--- src/hw/rtl/psfut_pkg.sv ---
// Shared types, constants and a helper function for the PSF Unicode table parser.
package psfut_pkg;

  localparam logic [16:0] MAX_GLYPHS    = 17'd65536;
  localparam logic [16:0] GLYPH_RST_CNT = 17'd256;

  localparam logic [0:0] CFG_UTF8_MODE   = 1'b0;
  localparam logic [0:0] CFG_GLYPH_COUNT = 1'b1;

  localparam logic [1:0] SEQ_IDLE   = 2'd0;
  localparam logic [1:0] SEQ_OPEN   = 2'd1;
  localparam logic [1:0] SEQ_MEMBER = 2'd2;

  localparam logic [7:0] UTF8_END    = 8'hff;
  localparam logic [7:0] UTF8_SEQ    = 8'hfe;
  localparam logic [15:0] UCS2_END   = 16'hffff;
  localparam logic [15:0] UCS2_SEQ   = 16'hfffe;

  typedef enum logic [1:0] {
    KIND_NEW = 2'd0,
    KIND_EXT = 2'd1,
    KIND_END = 2'd2,
    KIND_ERR = 2'd3
  } kind_t;

  typedef struct packed {
    logic [2:0]  pending;
    logic [30:0] acc;
    logic [7:0]  low_byte;
    logic        half_valid;
    logic [1:0]  seq;
    logic [15:0] glyph;
    logic        err;
    logic        fin;
  } state_t;

  typedef struct packed {
    kind_t       kind;
    logic [30:0] code_point;
    logic [15:0] glyph_index;
    logic        table_done;
  } result_t;

  function automatic logic [16:0] glyph_limit(input logic [16:0] count);
    logic [16:0] lim;
    lim = count;
    if (count == 17'd0) begin
      lim = 17'd1;
    end else if (count > MAX_GLYPHS) begin
      lim = MAX_GLYPHS;
    end
    return lim;
  endfunction

endpackage

--- src/hw/rtl/psfut_if.sv ---
// Valid/ready stream interfaces for table bytes and decoded events.
interface psfut_byte_if;
  logic       valid;
  logic       ready;
  logic [7:0] byte_in;

  modport source (output valid, output byte_in, input ready);
  modport sink (input valid, input byte_in, output ready);
endinterface

interface psfut_event_if;
  logic                valid;
  logic                ready;
  psfut_pkg::kind_t    kind;
  logic [30:0]         code_point;
  logic [15:0]         glyph_index;
  logic                table_done;

  modport source (output valid, output kind, output code_point, output glyph_index,
                  output table_done, input ready);
  modport sink (input valid, input kind, input code_point, input glyph_index,
                input table_done, output ready);
endinterface

--- src/hw/rtl/psfut_decode.sv ---
// Single-pass decoder: one table byte and the parser state give the next state and, when res_valid is set, an event.
module psfut_decode (
  input  logic                utf8_mode,
  input  logic [16:0]         glyph_lim,
  input  logic [7:0]          byte_in,
  input  psfut_pkg::state_t   st,
  output psfut_pkg::state_t   st_nxt,
  output logic                res_valid,
  output psfut_pkg::result_t  res
);

  logic        code_ev;
  logic        end_ev;
  logic        err_ev;
  logic        done;
  logic [30:0] cp;
  logic [30:0] acc_sh;
  logic [15:0] unit;

  assign acc_sh = {st.acc[24:0], byte_in[5:0]};
  assign unit   = {byte_in, st.low_byte};
  assign done   = (({1'b0, st.glyph} + 17'd1) >= glyph_lim);

  always_comb begin
    st_nxt    = st;
    res_valid = 1'b0;
    code_ev   = 1'b0;
    end_ev    = 1'b0;
    err_ev    = 1'b0;
    cp        = '0;
    res.kind        = psfut_pkg::KIND_NEW;
    res.code_point  = '0;
    res.glyph_index = st.glyph;
    res.table_done  = 1'b0;

    if (!st.err && !st.fin) begin
      if (utf8_mode) begin
        if (st.pending != 3'd0) begin
          if (byte_in[7:6] != 2'b10) begin
            err_ev = 1'b1;
          end else begin
            st_nxt.pending = st.pending - 3'd1;
            if (st.pending == 3'd1) begin
              code_ev    = 1'b1;
              cp         = acc_sh;
              st_nxt.acc = '0;
            end else begin
              st_nxt.acc = acc_sh;
            end
          end
        end else if (byte_in == psfut_pkg::UTF8_END) begin
          end_ev = 1'b1;
        end else if (byte_in == psfut_pkg::UTF8_SEQ) begin
          st_nxt.seq = psfut_pkg::SEQ_OPEN;
        end else if (byte_in[7] == 1'b0) begin
          code_ev = 1'b1;
          cp      = {23'd0, byte_in};
        end else if (byte_in[6] == 1'b0) begin
          err_ev = 1'b1;
        end else if (byte_in[5] == 1'b0) begin
          st_nxt.pending = 3'd1;
          st_nxt.acc     = {26'd0, byte_in[4:0]};
        end else if (byte_in[4] == 1'b0) begin
          st_nxt.pending = 3'd2;
          st_nxt.acc     = {27'd0, byte_in[3:0]};
        end else if (byte_in[3] == 1'b0) begin
          st_nxt.pending = 3'd3;
          st_nxt.acc     = {28'd0, byte_in[2:0]};
        end else if (byte_in[2] == 1'b0) begin
          st_nxt.pending = 3'd4;
          st_nxt.acc     = {29'd0, byte_in[1:0]};
        end else begin
          st_nxt.pending = 3'd5;
          st_nxt.acc     = {30'd0, byte_in[0]};
        end
      end else begin
        if (!st.half_valid) begin
          st_nxt.low_byte   = byte_in;
          st_nxt.half_valid = 1'b1;
        end else begin
          st_nxt.low_byte   = '0;
          st_nxt.half_valid = 1'b0;
          if (unit == psfut_pkg::UCS2_END) begin
            end_ev = 1'b1;
          end else if (unit == psfut_pkg::UCS2_SEQ) begin
            st_nxt.seq = psfut_pkg::SEQ_OPEN;
          end else begin
            code_ev = 1'b1;
            cp      = {15'd0, unit};
          end
        end
      end

      if (code_ev) begin
        res_valid      = 1'b1;
        res.kind       = (st.seq >= psfut_pkg::SEQ_MEMBER) ? psfut_pkg::KIND_EXT
                                                           : psfut_pkg::KIND_NEW;
        res.code_point = cp;
        if (st.seq == psfut_pkg::SEQ_OPEN) begin
          st_nxt.seq = psfut_pkg::SEQ_MEMBER;
        end
      end
      if (end_ev) begin
        res_valid      = 1'b1;
        res.kind       = psfut_pkg::KIND_END;
        res.table_done = done;
        st_nxt.seq     = psfut_pkg::SEQ_IDLE;
        if (done) begin
          st_nxt.fin = 1'b1;
        end else begin
          st_nxt.glyph = st.glyph + 16'd1;
        end
      end
      if (err_ev) begin
        res_valid      = 1'b1;
        res.kind       = psfut_pkg::KIND_ERR;
        st_nxt.err     = 1'b1;
        st_nxt.pending = 3'd0;
        st_nxt.acc     = '0;
      end
    end
  end

endmodule

--- src/hw/rtl/psf_unicode_table_parser.sv ---
// Top level of the PSF Unicode table parser: input register, decoder, result register.
//
//   Channel   Direction  Contents
//   in_ch     sink       byte_in: one raw byte of the Unicode table
//   out_ch    source     kind, code_point, glyph_index, table_done
//   cfg_*     write      index 0 utf8_mode, index 1 glyph_count
//
// A byte transferred at one edge sits in the input register, goes through the decoder
// and its event, if any, then reaches the result register. One byte is accepted per cycle unless the result stalls.
// rst_n is synchronous and active low; a configuration write restarts parsing.
// A stalled result holds the decoder and the input register; the input side
// keeps accepting while the input register is empty or about to move.
module psf_unicode_table_parser (
  input  logic                 clk,
  input  logic                 rst_n,
  psfut_byte_if.sink           in_ch,
  psfut_event_if.source        out_ch,
  input  logic                 cfg_we,
  input  logic [0:0]           cfg_index,
  input  logic [16:0]          cfg_data
);

  logic                 in_v_r;
  logic [7:0]           in_byte_r;
  logic                 utf8_mode_r;
  logic [16:0]          glyph_lim_r;
  psfut_pkg::state_t    st_r;
  psfut_pkg::state_t    st_nxt;
  logic                 res_valid;
  psfut_pkg::result_t   res;
  logic                 out_v_r;
  psfut_pkg::result_t   out_res_r;
  logic                 advance;
  logic                 in_ready;

  assign advance     = in_v_r && (!out_v_r || out_ch.ready);
  assign in_ready    = !in_v_r || advance;
  assign in_ch.ready = in_ready;

  always_ff @(posedge clk) begin
    if (!rst_n) begin
      in_v_r <= 1'b0;
    end else if (in_ready) begin
      in_v_r <= in_ch.valid;
    end
  end

  always_ff @(posedge clk) begin
    if (in_ready && in_ch.valid) begin
      in_byte_r <= in_ch.byte_in;
    end
  end

  always_ff @(posedge clk) begin
    if (!rst_n) begin
      utf8_mode_r <= 1'b1;
      glyph_lim_r <= psfut_pkg::GLYPH_RST_CNT;
    end else if (cfg_we) begin
      case (cfg_index)
        psfut_pkg::CFG_UTF8_MODE: begin
          utf8_mode_r <= cfg_data[0];
        end
        psfut_pkg::CFG_GLYPH_COUNT: begin
          glyph_lim_r <= psfut_pkg::glyph_limit(cfg_data);
        end
        default: begin
        end
      endcase
    end
  end

  psfut_decode u_decode (
    .utf8_mode (utf8_mode_r),
    .glyph_lim (glyph_lim_r),
    .byte_in   (in_byte_r),
    .st        (st_r),
    .st_nxt    (st_nxt),
    .res_valid (res_valid),
    .res       (res)
  );

  always_ff @(posedge clk) begin
    if (!rst_n || cfg_we) begin
      st_r <= '0;
    end else if (advance) begin
      st_r <= st_nxt;
    end
  end

  always_ff @(posedge clk) begin
    if (!rst_n) begin
      out_v_r <= 1'b0;
    end else if (advance) begin
      out_v_r <= res_valid;
    end else if (out_ch.ready) begin
      out_v_r <= 1'b0;
    end
  end

  always_ff @(posedge clk) begin
    if (advance && res_valid) begin
      out_res_r <= res;
    end
  end

  assign out_ch.valid       = out_v_r;
  assign out_ch.kind        = out_res_r.kind;
  assign out_ch.code_point  = out_res_r.code_point;
  assign out_ch.glyph_index = out_res_r.glyph_index;
  assign out_ch.table_done  = out_res_r.table_done;

endmodule

--- src/flat_wrapper.sv ---
// flat-port wrapper written by rule: the top's interface ports become plain ports
module psf_unicode_table_parser_flat 
  (clk, rst_n, cfg_we, cfg_index, cfg_data, in_ch_valid, in_ch_byte_in, in_ch_ready, out_ch_valid, out_ch_kind, out_ch_code_point, out_ch_glyph_index, out_ch_table_done, out_ch_ready);
  psfut_byte_if in_ch_i ();
  psfut_event_if out_ch_i ();
  input  logic clk;
  input  logic rst_n;
  input  logic cfg_we;
  input  logic [0:0] cfg_index;
  input  logic [16:0] cfg_data;
  input wire logic [$bits(in_ch_i.valid)-1:0] in_ch_valid;
  input wire logic [$bits(in_ch_i.byte_in)-1:0] in_ch_byte_in;
  output wire logic [$bits(in_ch_i.ready)-1:0] in_ch_ready;
  output wire logic [$bits(out_ch_i.valid)-1:0] out_ch_valid;
  output wire logic [$bits(out_ch_i.kind)-1:0] out_ch_kind;
  output wire logic [$bits(out_ch_i.code_point)-1:0] out_ch_code_point;
  output wire logic [$bits(out_ch_i.glyph_index)-1:0] out_ch_glyph_index;
  output wire logic [$bits(out_ch_i.table_done)-1:0] out_ch_table_done;
  input wire logic [$bits(out_ch_i.ready)-1:0] out_ch_ready;
  assign in_ch_i.valid = in_ch_valid;
  assign in_ch_i.byte_in = in_ch_byte_in;
  assign in_ch_ready = in_ch_i.ready;
  assign out_ch_valid = out_ch_i.valid;
  assign out_ch_kind = out_ch_i.kind;
  assign out_ch_code_point = out_ch_i.code_point;
  assign out_ch_glyph_index = out_ch_i.glyph_index;
  assign out_ch_table_done = out_ch_i.table_done;
  assign out_ch_i.ready = out_ch_ready;
  psf_unicode_table_parser u_core (.clk(clk), .rst_n(rst_n), .in_ch(in_ch_i), .out_ch(out_ch_i), .cfg_we(cfg_we), .cfg_index(cfg_index), .cfg_data(cfg_data));
endmodule
--- config.mk ---
export PLATFORM = sky130hd
export DESIGN_NAME = psf_unicode_table_parser_flat
export DESIGN_NICKNAME = d
export VERILOG_FILES = /design/src/hw/rtl/psfut_pkg.sv /design/src/hw/rtl/psfut_if.sv /design/src/hw/rtl/psfut_decode.sv /design/src/hw/rtl/psf_unicode_table_parser.sv /design/src/flat_wrapper.sv
export SDC_FILE = /design/constraint.sdc
export NUM_CORES = 1
export LEC_CHECK = 0
export ABC_AREA = 1
export BUFFER_PORTS_ARGS = -buffer_cell sky130_fd_sc_hd__clkbuf_2
export CAP_MARGIN = 25
export CELL_PAD_IN_SITES_DETAIL_PLACEMENT = 2
export CELL_PAD_IN_SITES_GLOBAL_PLACEMENT = 2
export CORE_MARGIN = 5
export CORE_UTILIZATION = 32
export CTS_BUF_LIST = sky130_fd_sc_hd__clkbuf_2 sky130_fd_sc_hd__clkbuf_4 sky130_fd_sc_hd__clkbuf_8
export CTS_CLUSTER_DIAMETER = 60
export DETAILED_ROUTE_END_ITERATION = 6
export HOLD_SLACK_MARGIN = 0.08
export MAX_ROUTING_LAYER = met4
export PLACE_DENSITY = 0.8
export SYNTH_ARGS = -nofsm -noshare
export SYNTH_HDL_FRONTEND = slang
export SYNTH_SLANG_ARGS = --single-unit
--- constraint.sdc ---
create_clock -name clk -period 2.76 [get_ports clk]
set_input_delay 0 -clock clk [delete_from_list [all_inputs] [get_ports clk]]
set_output_delay 0 -clock clk [all_outputs]
set_load 0.01 [all_outputs]
==> results of run 1 <==
layer usage:
metal  wire (microns)  GRT usage, %  up-vias
li1                 -             -     2896
met1            11000          27.6     3084
met2            13900          39.4      155
met3              979          3.29       45
met4              626          7.80        0
met5                0             -        -
metrics by stage:
step,power [mW],worst slack (ns)
6_report,4.44,-0.358
5_1_grt,4.60,-0.489
4_1_cts,4.37,0.00301
3_5_place_dp,2.60,-0.317
3_3_place_gp,2.58,-0.166
2_1_floorplan,2.45,0.0678
synth_stat cells (2+ instances only):
| master | n |
|---|---|
| buf_8 | 2 |
| a211oi_1 | 14 |
| nor2_2 | 4 |
| nand4_1 | 5 |
| nand2_2 | 6 |
| inv_1 | 96 |
| nor3_1 | 23 |
| a21o_1 | 2 |
| edfxtp_1 | 58 |
| and2_1 | 2 |
| nand3_1 | 27 |
| nor2_1 | 103 |
| dfxtp_1 | 77 |
| ha_1 | 21 |
| xnor2_1 | 2 |
| buf_2 | 8 |
| a22oi_1 | 14 |
| clkbuf_1 | 11 |
| a21oi_1 | 64 |
| o21ai_0 | 24 |
| nor2_8 | 2 |
| a31oi_1 | 2 |
| nand2_1 | 158 |
| nor2_4 | 3 |
| xor2_1 | 8 |
| o21ai_1 | 2 |
| nor4_1 | 2 |
| inv_2 | 6 |
| buf_4 | 3 |
final cells by class:
| cell class | count | area, sq um | share of cell area [%] |
|---|---|---|---|
| clock buffer | 17 | 234 | 2.64 |
| clock inverter | 15 | 168 | 1.89 |
| inverter | 103 | 390 | 4.40 |
| multi-input combinational | 499 | 2890 | 32.6 |
| sequential | 135 | 3300 | 37.2 |
| tap | 265 | 332 | 3.74 |
| timing repair buffer | 205 | 1560 | 17.6 |
kinds of logic (layout without fill, tap and decap cells):
| logic type | Yosys count | in the layout | synth area share (%) |
|---|---|---|---|
| fa+ha+maj | 21 | 21 | 4.14 |
| compound gates | 126 | 126 | 11.3 |
| flops | 135 | 135 | 51.7 |
| simple gates | 339 | 342 | 23.2 |
| xor+xnor | 10 | 10 | 1.38 |
| buf+inv | 128 | 340 | 8.25 |
worst max-delay path, cell delays in order (launching register included):
cell	delay (ns)
dfxtp_4	0.40
ha_4	0.16
nand2_4	0.05
buf_4	0.15
nor2_2	0.13
nand3b_1	0.13
xor2_1	0.26
inv_1	0.09
ha_1	0.32
nand2_1	0.15
nor2_4	0.16
nand3_2	0.13
nor2_4	0.18
nor2_4	0.06
nand3_4	0.20
buf_6	0.19
nor2_4	0.04
nand2_1	0.06
nand2_1	0.06
nor2_1	0.10
path summary, 6_finish.rpt:
kind                          to  slack (ns)  depth (start not counted)             start
min reg2reg      u_core.st_r[53]        0.47                          2   u_core.st_r[53]
max reg2reg       u_core.st_r[4]       -0.36                         19    u_core.st_r[3]
max               u_core.st_r[4]       -0.36                         19    u_core.st_r[3]
min          u_core.in_byte_r[3]        0.24                          2  in_ch_byte_in[3]
state kept, by name, indices dropped and copies added (netlist names):
signal and cells:
u_core.in_byte_r 8, u_core.in_v_r 1, u_core.out_ch.kind 2, u_core.out_ch.glyph_index 16, u_core.glyph_lim_r 17, u_core.out_ch.table_done 1
u_core.out_ch.valid 1, u_core.out_ch.code_point 31, u_core.st_r 57, u_core.utf8_mode_r 1
power groups by stage:
stage / registers [mW] / logic [mW] / clock network, mW
after floorplan: 2.24 / 0.204 / 0
after global placement: 2.22 / 0.364 / 0
after detailed placement: 2.22 / 0.374 / 0
after CTS: 2.17 / 0.439 / 1.76
after global routing: 2.18 / 0.538 / 1.88
final: 2.18 / 0.495 / 1.77
repair_timing:
item | CTS | global route
cloned | 3 | 0
buffers inserted | 10 | 6
hold endpoints to repair | 36 | 1
hold buffers | 58 | 1
gates resized for setup | 45 | 47
endpoints found under the setup margin | 18 | 28
pin swaps | 15 | 28
==> impl.org, run 1 <==
** Floorplan
- Row generation in the floorplan step produced 51 rows.
- The floorplan step defined a core boundary enclosing between 15000 and 20000 sq um.
- Pin placement for this block handled between 80 and 90 I/O pins.
- For this configuration, the core starts out at a cell density of around 33%.
- Chip width :: 151 microns
- Area of the die :: around 23000 sq um
- DIE HEIGHT :: around 150 microns

** Timing
- Total negative setup slack :: -5.37 ns
- Number of pins with negative max-slew slack in the final report :: 0
- Clock tree skew after final layout :: around 0.026 ns
- Setup repair after global routing missed its margin :: yes
- Once routing completed, OpenROAD measured the worst setup slack at -0.358 ns.
- Pin slew with the least headroom to its limit :: between 0.5 and 0.6 ns
- Worst Hold Margin :: 0.240 ns
- Hold Vio Cnt, Final :: 0
- Dividing the final minimum period by the clock period gives 113%.
- Final Critical Period :: 3.12 ns
- Measured against its own limit, the worst slew margin works out to roughly 62%.
- Setup-failing EPs final :: 18
- Timing-limited maximum frequency :: around 320 MHz

** Global routing
- Number of global-route vias before repair :: slightly below 7000
- GRT Overall Usage :: a little under a quarter
- Initial antenna violation count :: 0
- Entering global routing, the biggest net connects 51 pins.
- Total congestion overflow after global routing :: 0
- The first global-routing pass estimated approximately 39000 microns of wire.

** Synth
- A synthesized cell averages 8.37 sq um.
- When the netlist entered floorplanning its net count stood at 811.
- After synthesis, flip-flops and latches occupy between 50% and 60% of the total area.
- Synthesis inferred approximately 140 register bits.
- By area the synthesized netlist is led by edfxtp_1, dfxtp_1, nand2_1, nor2_1, inv_1.
- Number of enable-type register cells in the synthesized netlist :: 58
- For this run, the leading register cell type out of synthesis is dfxtp_1.
- Unique masters post-synth :: 39
- Leading area contributor after synthesis :: edfxtp_1
- The cell area that synthesis handed to floorplanning was 6350 sq um.
- Number of instances in the synthesized netlist :: approximately 760
- Number of warning messages in the yosys log :: 0
- The synthesized design devotes to its leading area cell type around 27% of total area.
- Share of synthesized registers carrying an async set or reset :: 0%

** Pwr
- Internal power :: between 3 and 4 mW
- Fraction of power spent switching nets :: between 20 and 30%
- Power density relative to cell area :: between 500 and 600 nW/um^2
- Static Leakage :: about 3.6 nW
- Net Switching :: 1.29 mW
- Of the total power, the clock network draws 39.8%.
- Combinational power share :: around 11%
- Across the VDD grid, the largest voltage drop is 0.309 mV.
- Per report_power, the sequential group accounts for around half of the total.

** Drt
- In the final routed layout, each cell accounts on average for approximately 21 microns.
- In this run the remaining antenna-violating nets after routing total 0.
- For this run, design rule violations remaining after detail routing come to 0.
- Via count of the routed design :: between 6000 and 7000
- TritonRoute pass-1 iters :: 4
- Violation count after the first detailed-routing iteration :: 290
- Wire length after detailed routing :: between 20000 and 30000 microns
- In the routed layout, each cell is associated on average with a via count of 4.99.

** Critical path
- Arrival @ worst endpoint :: ~3.5 ns
- For the worst setup path, the data required time is between 3 and 4 ns.
- STA classifies the critical path startpoint as a flip-flop.
- Worst Path Max Fanout :: 5
- The worst setup path is captured at a flip-flop.
- Worst Path Class, Setup :: reg -> reg

** Finish
- 0 antenna diodes ended up in the layout.
- Share of cells above drive strength 1 :: roughly 28%
- Final standard cell area without fillers :: around 9000 sq um
- The net count of the finished layout is 1013.
- Filler cell count in the final layout :: ~2100
- Utilization after layout :: between 40% and 50%
- Leaving out fill and tap cells, the most frequent cell in the layout is nand2_1.
- Highest-count cells in the layout ignoring fill and taps :: nand2_1, inv_1, nor2_1, clkbuf_2, dfxtp_1
- From synthesis to final layout, the design area changed by 39.6%.
- For this run, the number of standard cells in the final layout without fillers is 1239.

** Place
- Count of placed standard cells including taps :: about 1100
- IO Port Bufs :: 82
- HPWL reported at the end of detailed placement :: 13800 microns
- GPL Wtd Cong :: 0.830
- Once placement finished, the instance area stood at 7340 sq um.

** Outcome
- The checks that failed: negative setup slack.
- Run status :: complete, but fails checks

** Clock network
- Clock Path Buffers :: 2
- Clock Sink Count :: 135
- Clock tree synthesis inserted a total of 17 buffers.
- The clock tree synthesis step divided the H-tree into 4 levels.
- Clock root cell :: clkbuf_8
- CTS clock-pin slew for the worst setup and hold paths :: approximately 0.090 ns
- TritonCTS clock tree :: done
- The later pin in the worst-skew pair is clocked with a latency of around 0.48 ns.

** Min path
- The min-delay analysis places its worst path in the category in -> reg.

** Run
- Number of violations of the max-capacitance limit :: 0
Note: power is estimated with default switching activity, not from simulation.
==> inputs of run 2 (changes only) <==
--- a/config.mk
+++ b/config.mk
@@ -19,4 +19,5 @@
 export MAX_ROUTING_LAYER = met4
 export PLACE_DENSITY = 0.8
+export RECOVER_POWER = 50
 export SYNTH_ARGS = -nofsm -noshare
 export SYNTH_HDL_FRONTEND = slang
==> constraint.sdc (replaced) <==
create_clock -name clk -period 2.76 [get_ports clk]
set_input_delay 0.828 -clock clk [delete_from_list [all_inputs] [get_ports clk]]
set_output_delay 0.828 -clock clk [all_outputs]
set_load 0.02 [all_outputs]
==> run 2 against run 1 <==
The run still ends with negative setup slack left. Power decreased by 1.6%. Highest routed layer unchanged. Sequential share of layout area increased by 2.7 points. Critical endpoint is now u_core.st_r[15]. Final cell count decreased by 4.6%. Combinational power decreased by 8.5%. Non-clock buffer count decreased by 56. Core utilization decreased by 3.1 points. Count of clock-buffer cells in the layout unchanged. Die area unchanged. Final area decreased by 6.9%. Sequential cell count unchanged.
==> impl.org, run 2 (synthesis results as in run 1) <==
** Outcome
- Run status :: complete, but fails checks
- Failing checks :: negative setup slack

** Clock network
- CTS clock-pin slew for the worst setup and hold paths :: 0.10 ns (about the same)
- Worst-skew pair later-pin latency :: 0.47 ns (about the same)
- TritonCTS built the clock tree.
- The tree is rooted in a clkbuf_8.
- The number of buffers between clock root and the deepest sink came to 2 (unchanged).
- The maximum level of the CTS H-tree is 4 (unchanged).
- Total of hold buffers inserted after clock tree synthesis :: 0 (-100%)
- Clock Sink Count :: 135 (unchanged)
- Num CTS Buffers :: 17 (unchanged)

** Global routing
- The final global-route overflow total was 0 (unchanged).
- GRT Overall Usage :: 20.2% (-2.6 points)
- First-pass GRT wire length :: 34800 microns (-10%)
- The via count of the first global-routing pass was 6432 (-7.3%).
- Pin count of the biggest net entering global routing :: 51 (unchanged)
- Initial antenna violation count :: 0 (unchanged)

** Critical path
- The arrival time reported for the critical path endpoint was 3.56 ns (+0.04 ns).
- Required time of the critical path :: 3.15 ns (about the same)
- The worst setup path is launched from a flip-flop.
- STA classifies the critical path endpoint as a flip-flop.
- Worst Path Class, Setup :: reg -> reg
- Worst Path Max Fanout :: 5 (unchanged)

** Timing
- Total negative setup slack :: -5.80 ns (-0.426 ns)
- The final setup skew is 0.0279 ns (+0.00235 ns).
- Pin slew with the least headroom to its limit :: 0.828 ns (+0.260 ns)
- Worst setup slack after layout :: -0.412 ns (-0.0545 ns)
- Timing-limited maximum frequency :: 315 MHz (-1.7%)
- The hold violation total from the final report was 0 (unchanged).
- The final count of negative-setup-slack endpoints came to 18 (unchanged).
- The final-report max-slew violation count was 0 (unchanged).
- Ratio of final minimum period to clock period :: 115% (+2.0 points)
- The tightest slew margin relative to the limit came to 44.8% (-17 points).
- Final Critical Period :: 3.17 ns (+0.0546 ns)
- Setup repair after global routing could not meet its margin everywhere.

** Drt
- The iteration count of the initial detailed-routing pass was 5 (+1).
- Detailed-route DRC error count :: 0 (unchanged)
- Violation count after the first detailed-routing iteration :: 384 (+32%)
- Via count of the routed design :: 5975 (-3.3%)
- Count of nets left with antenna violations after detail routing :: 0 (unchanged)
- The post-detailed-routing wire length was 24200 microns (-8.9%).
- Ratio of routed vias to standard cells :: 5.05 (+1.3%)
- The per-cell routed wire length came to 20.4 microns (-4.5%).

** Floorplan
- Initial cell density of the core :: 32.5% (unchanged)
- The die area was 22800 sq um (unchanged).
- The chip width was 151 microns (unchanged).
- DIE HEIGHT :: 151 microns (unchanged)
- Core Footprint :: 19500 sq um (unchanged)
- The count of standard-cell rows came to 51 (unchanged).
- I/O pin count :: 83 (unchanged)

** Place
- The placement-stage cell area came to 7350 sq um (+0.14%).
- GPL Wtd Cong :: 0.793 (-4.4%)
- IO Port Bufs :: 82 (unchanged)
- Placement Setup Slack :: -0.348 ns (-0.0302 ns)
- HPWL reported at the end of detailed placement :: 14100 microns (+2.1%)

** Finish
- Highest-count cells in the layout ignoring fill and taps :: nand2_1, inv_1, nor2_1
- The ratio of cells with drive above 1 in the final layout came to 29.9% (+2.3 points).
- Syn-to-layout area delta :: 29.9%
- The final standard cell utilization of the core is 42.3% (-3.1 points).
- The library cell used most frequently in the layout, excluding fill and tap cells, is nand2_1.
- The number of antenna cells inserted is 0 (unchanged).
- The total of fill cells in the finished design is 2224 (+3.6%).
- Largest reg by FF count :: u_core.st_r
- The flip-flop count of the largest register, all copies and words added was 57 (unchanged).
- The final design area excluding fillers is 8250 sq um (-6.9%).
- Final layout net count :: 956 (-5.6%)

** Min path
- The path class of the tightest hold or removal check is reg -> reg.

** Run
- The number of violations of the max-capacitance limit came to 0 (unchanged).

** Pwr
- The cell area power density came to 529 nW/um^2 (+5.7%).
- The post-route total power came to 4.37 mW (-1.6%).
- Maximum vdd drop :: 0.353 mV (+14%)
- Static Leakage :: 3.30 nW (-8.3%)
## run 2: cell count changes in the layout (fill, tap and decap cells not counted), moves of 4 or more
cell           change
buf_6              +5
dlygate4sd3_1     -59
inv_8              +5
nand2_1           -10
nand2_2           +12
nor2_1             +4
nor2_2             -5
o21ai_2            -4
## run 2: worst max-delay path: stages (launching register included)
cell     delay [ns]
dfxtp_4        0.41
ha_4           0.16
nand2_4        0.06
buf_4          0.16
nor2_1         0.25
xnor2_1        0.27
inv_1          0.10
ha_1           0.32
nand2_1        0.08
inv_1          0.07
nand2_1        0.08
nand2_1        0.06
nand2_1        0.07
nand2_1        0.06
nand2_1        0.13
nand3_4        0.17
buf_6          0.19
o21ai_1        0.18
nand2_1        0.12
nor2_1         0.13
## run 2: per-layer routing
metal | global-route usage (%) | share of wire, % | vias up | wire [microns]
met5 | - | 0 | - | 0
met1 | 25.4 | 44 | 3028 | 10700
met4 | 5.76 | 1.7 | 0 | 413
li1 | - | - | 2774 | -
met2 | 34.1 | 51 | 140 | 12300
met3 | 2.93 | 3.1 | 33 | 738
## run 2: power by group
part	switching (mW)	total, mW	internal [mW]
sequential	0.0382	2.18	2.15
combinational	0.317	0.453	0.136
clock	0.976	1.73	0.756
total	1.33	4.37	3.04
## run 2: cell type report
cell class / count / area (sq um) / share of cell area, %
Clock buffer: 17 / 234 / 2.83
Clock inverter: 15 / 159 / 1.93
Inverter: 103 / 390 / 4.73
Multi-Input combinational cell: 498 / 2870 / 34.8
Sequential cell: 135 / 3300 / 39.9
Tap cell: 265 / 332 / 4.02
Timing Repair Buffer: 149 / 972 / 11.8
## run 2: final timing paths
path | start | end | slack, ns | depth (start not counted)
hold reg to reg | u_core.st_r[49] | u_core.st_r[49] | 0.47 | 2
hold / removal | u_core.st_r[49] | u_core.st_r[49] | 0.47 | 2
setup reg to reg | u_core.st_r[2] | u_core.st_r[15] | -0.41 | 19
setup / recovery | u_core.st_r[2] | u_core.st_r[15] | -0.41 | 19
## run 2: stage by stage
| stage | hold WS, ns | std cells |
|---|---|---|
| detailed placement | 0.456 | 1131 |
| CTS | 0.473 | 1180 |
| finish | 0.466 | 1182 |
| global placement | 0.442 | 1131 |
| floorplan | 0.428 | 759 |
| global route | 0.495 | 1182 |
## run 2: what timing repair did
item	CTS	global route
gates resized for setup	42	54
cloned	2	0
pin swaps	32	25
setup buffers	16	3
setup endpoints to repair	18	18
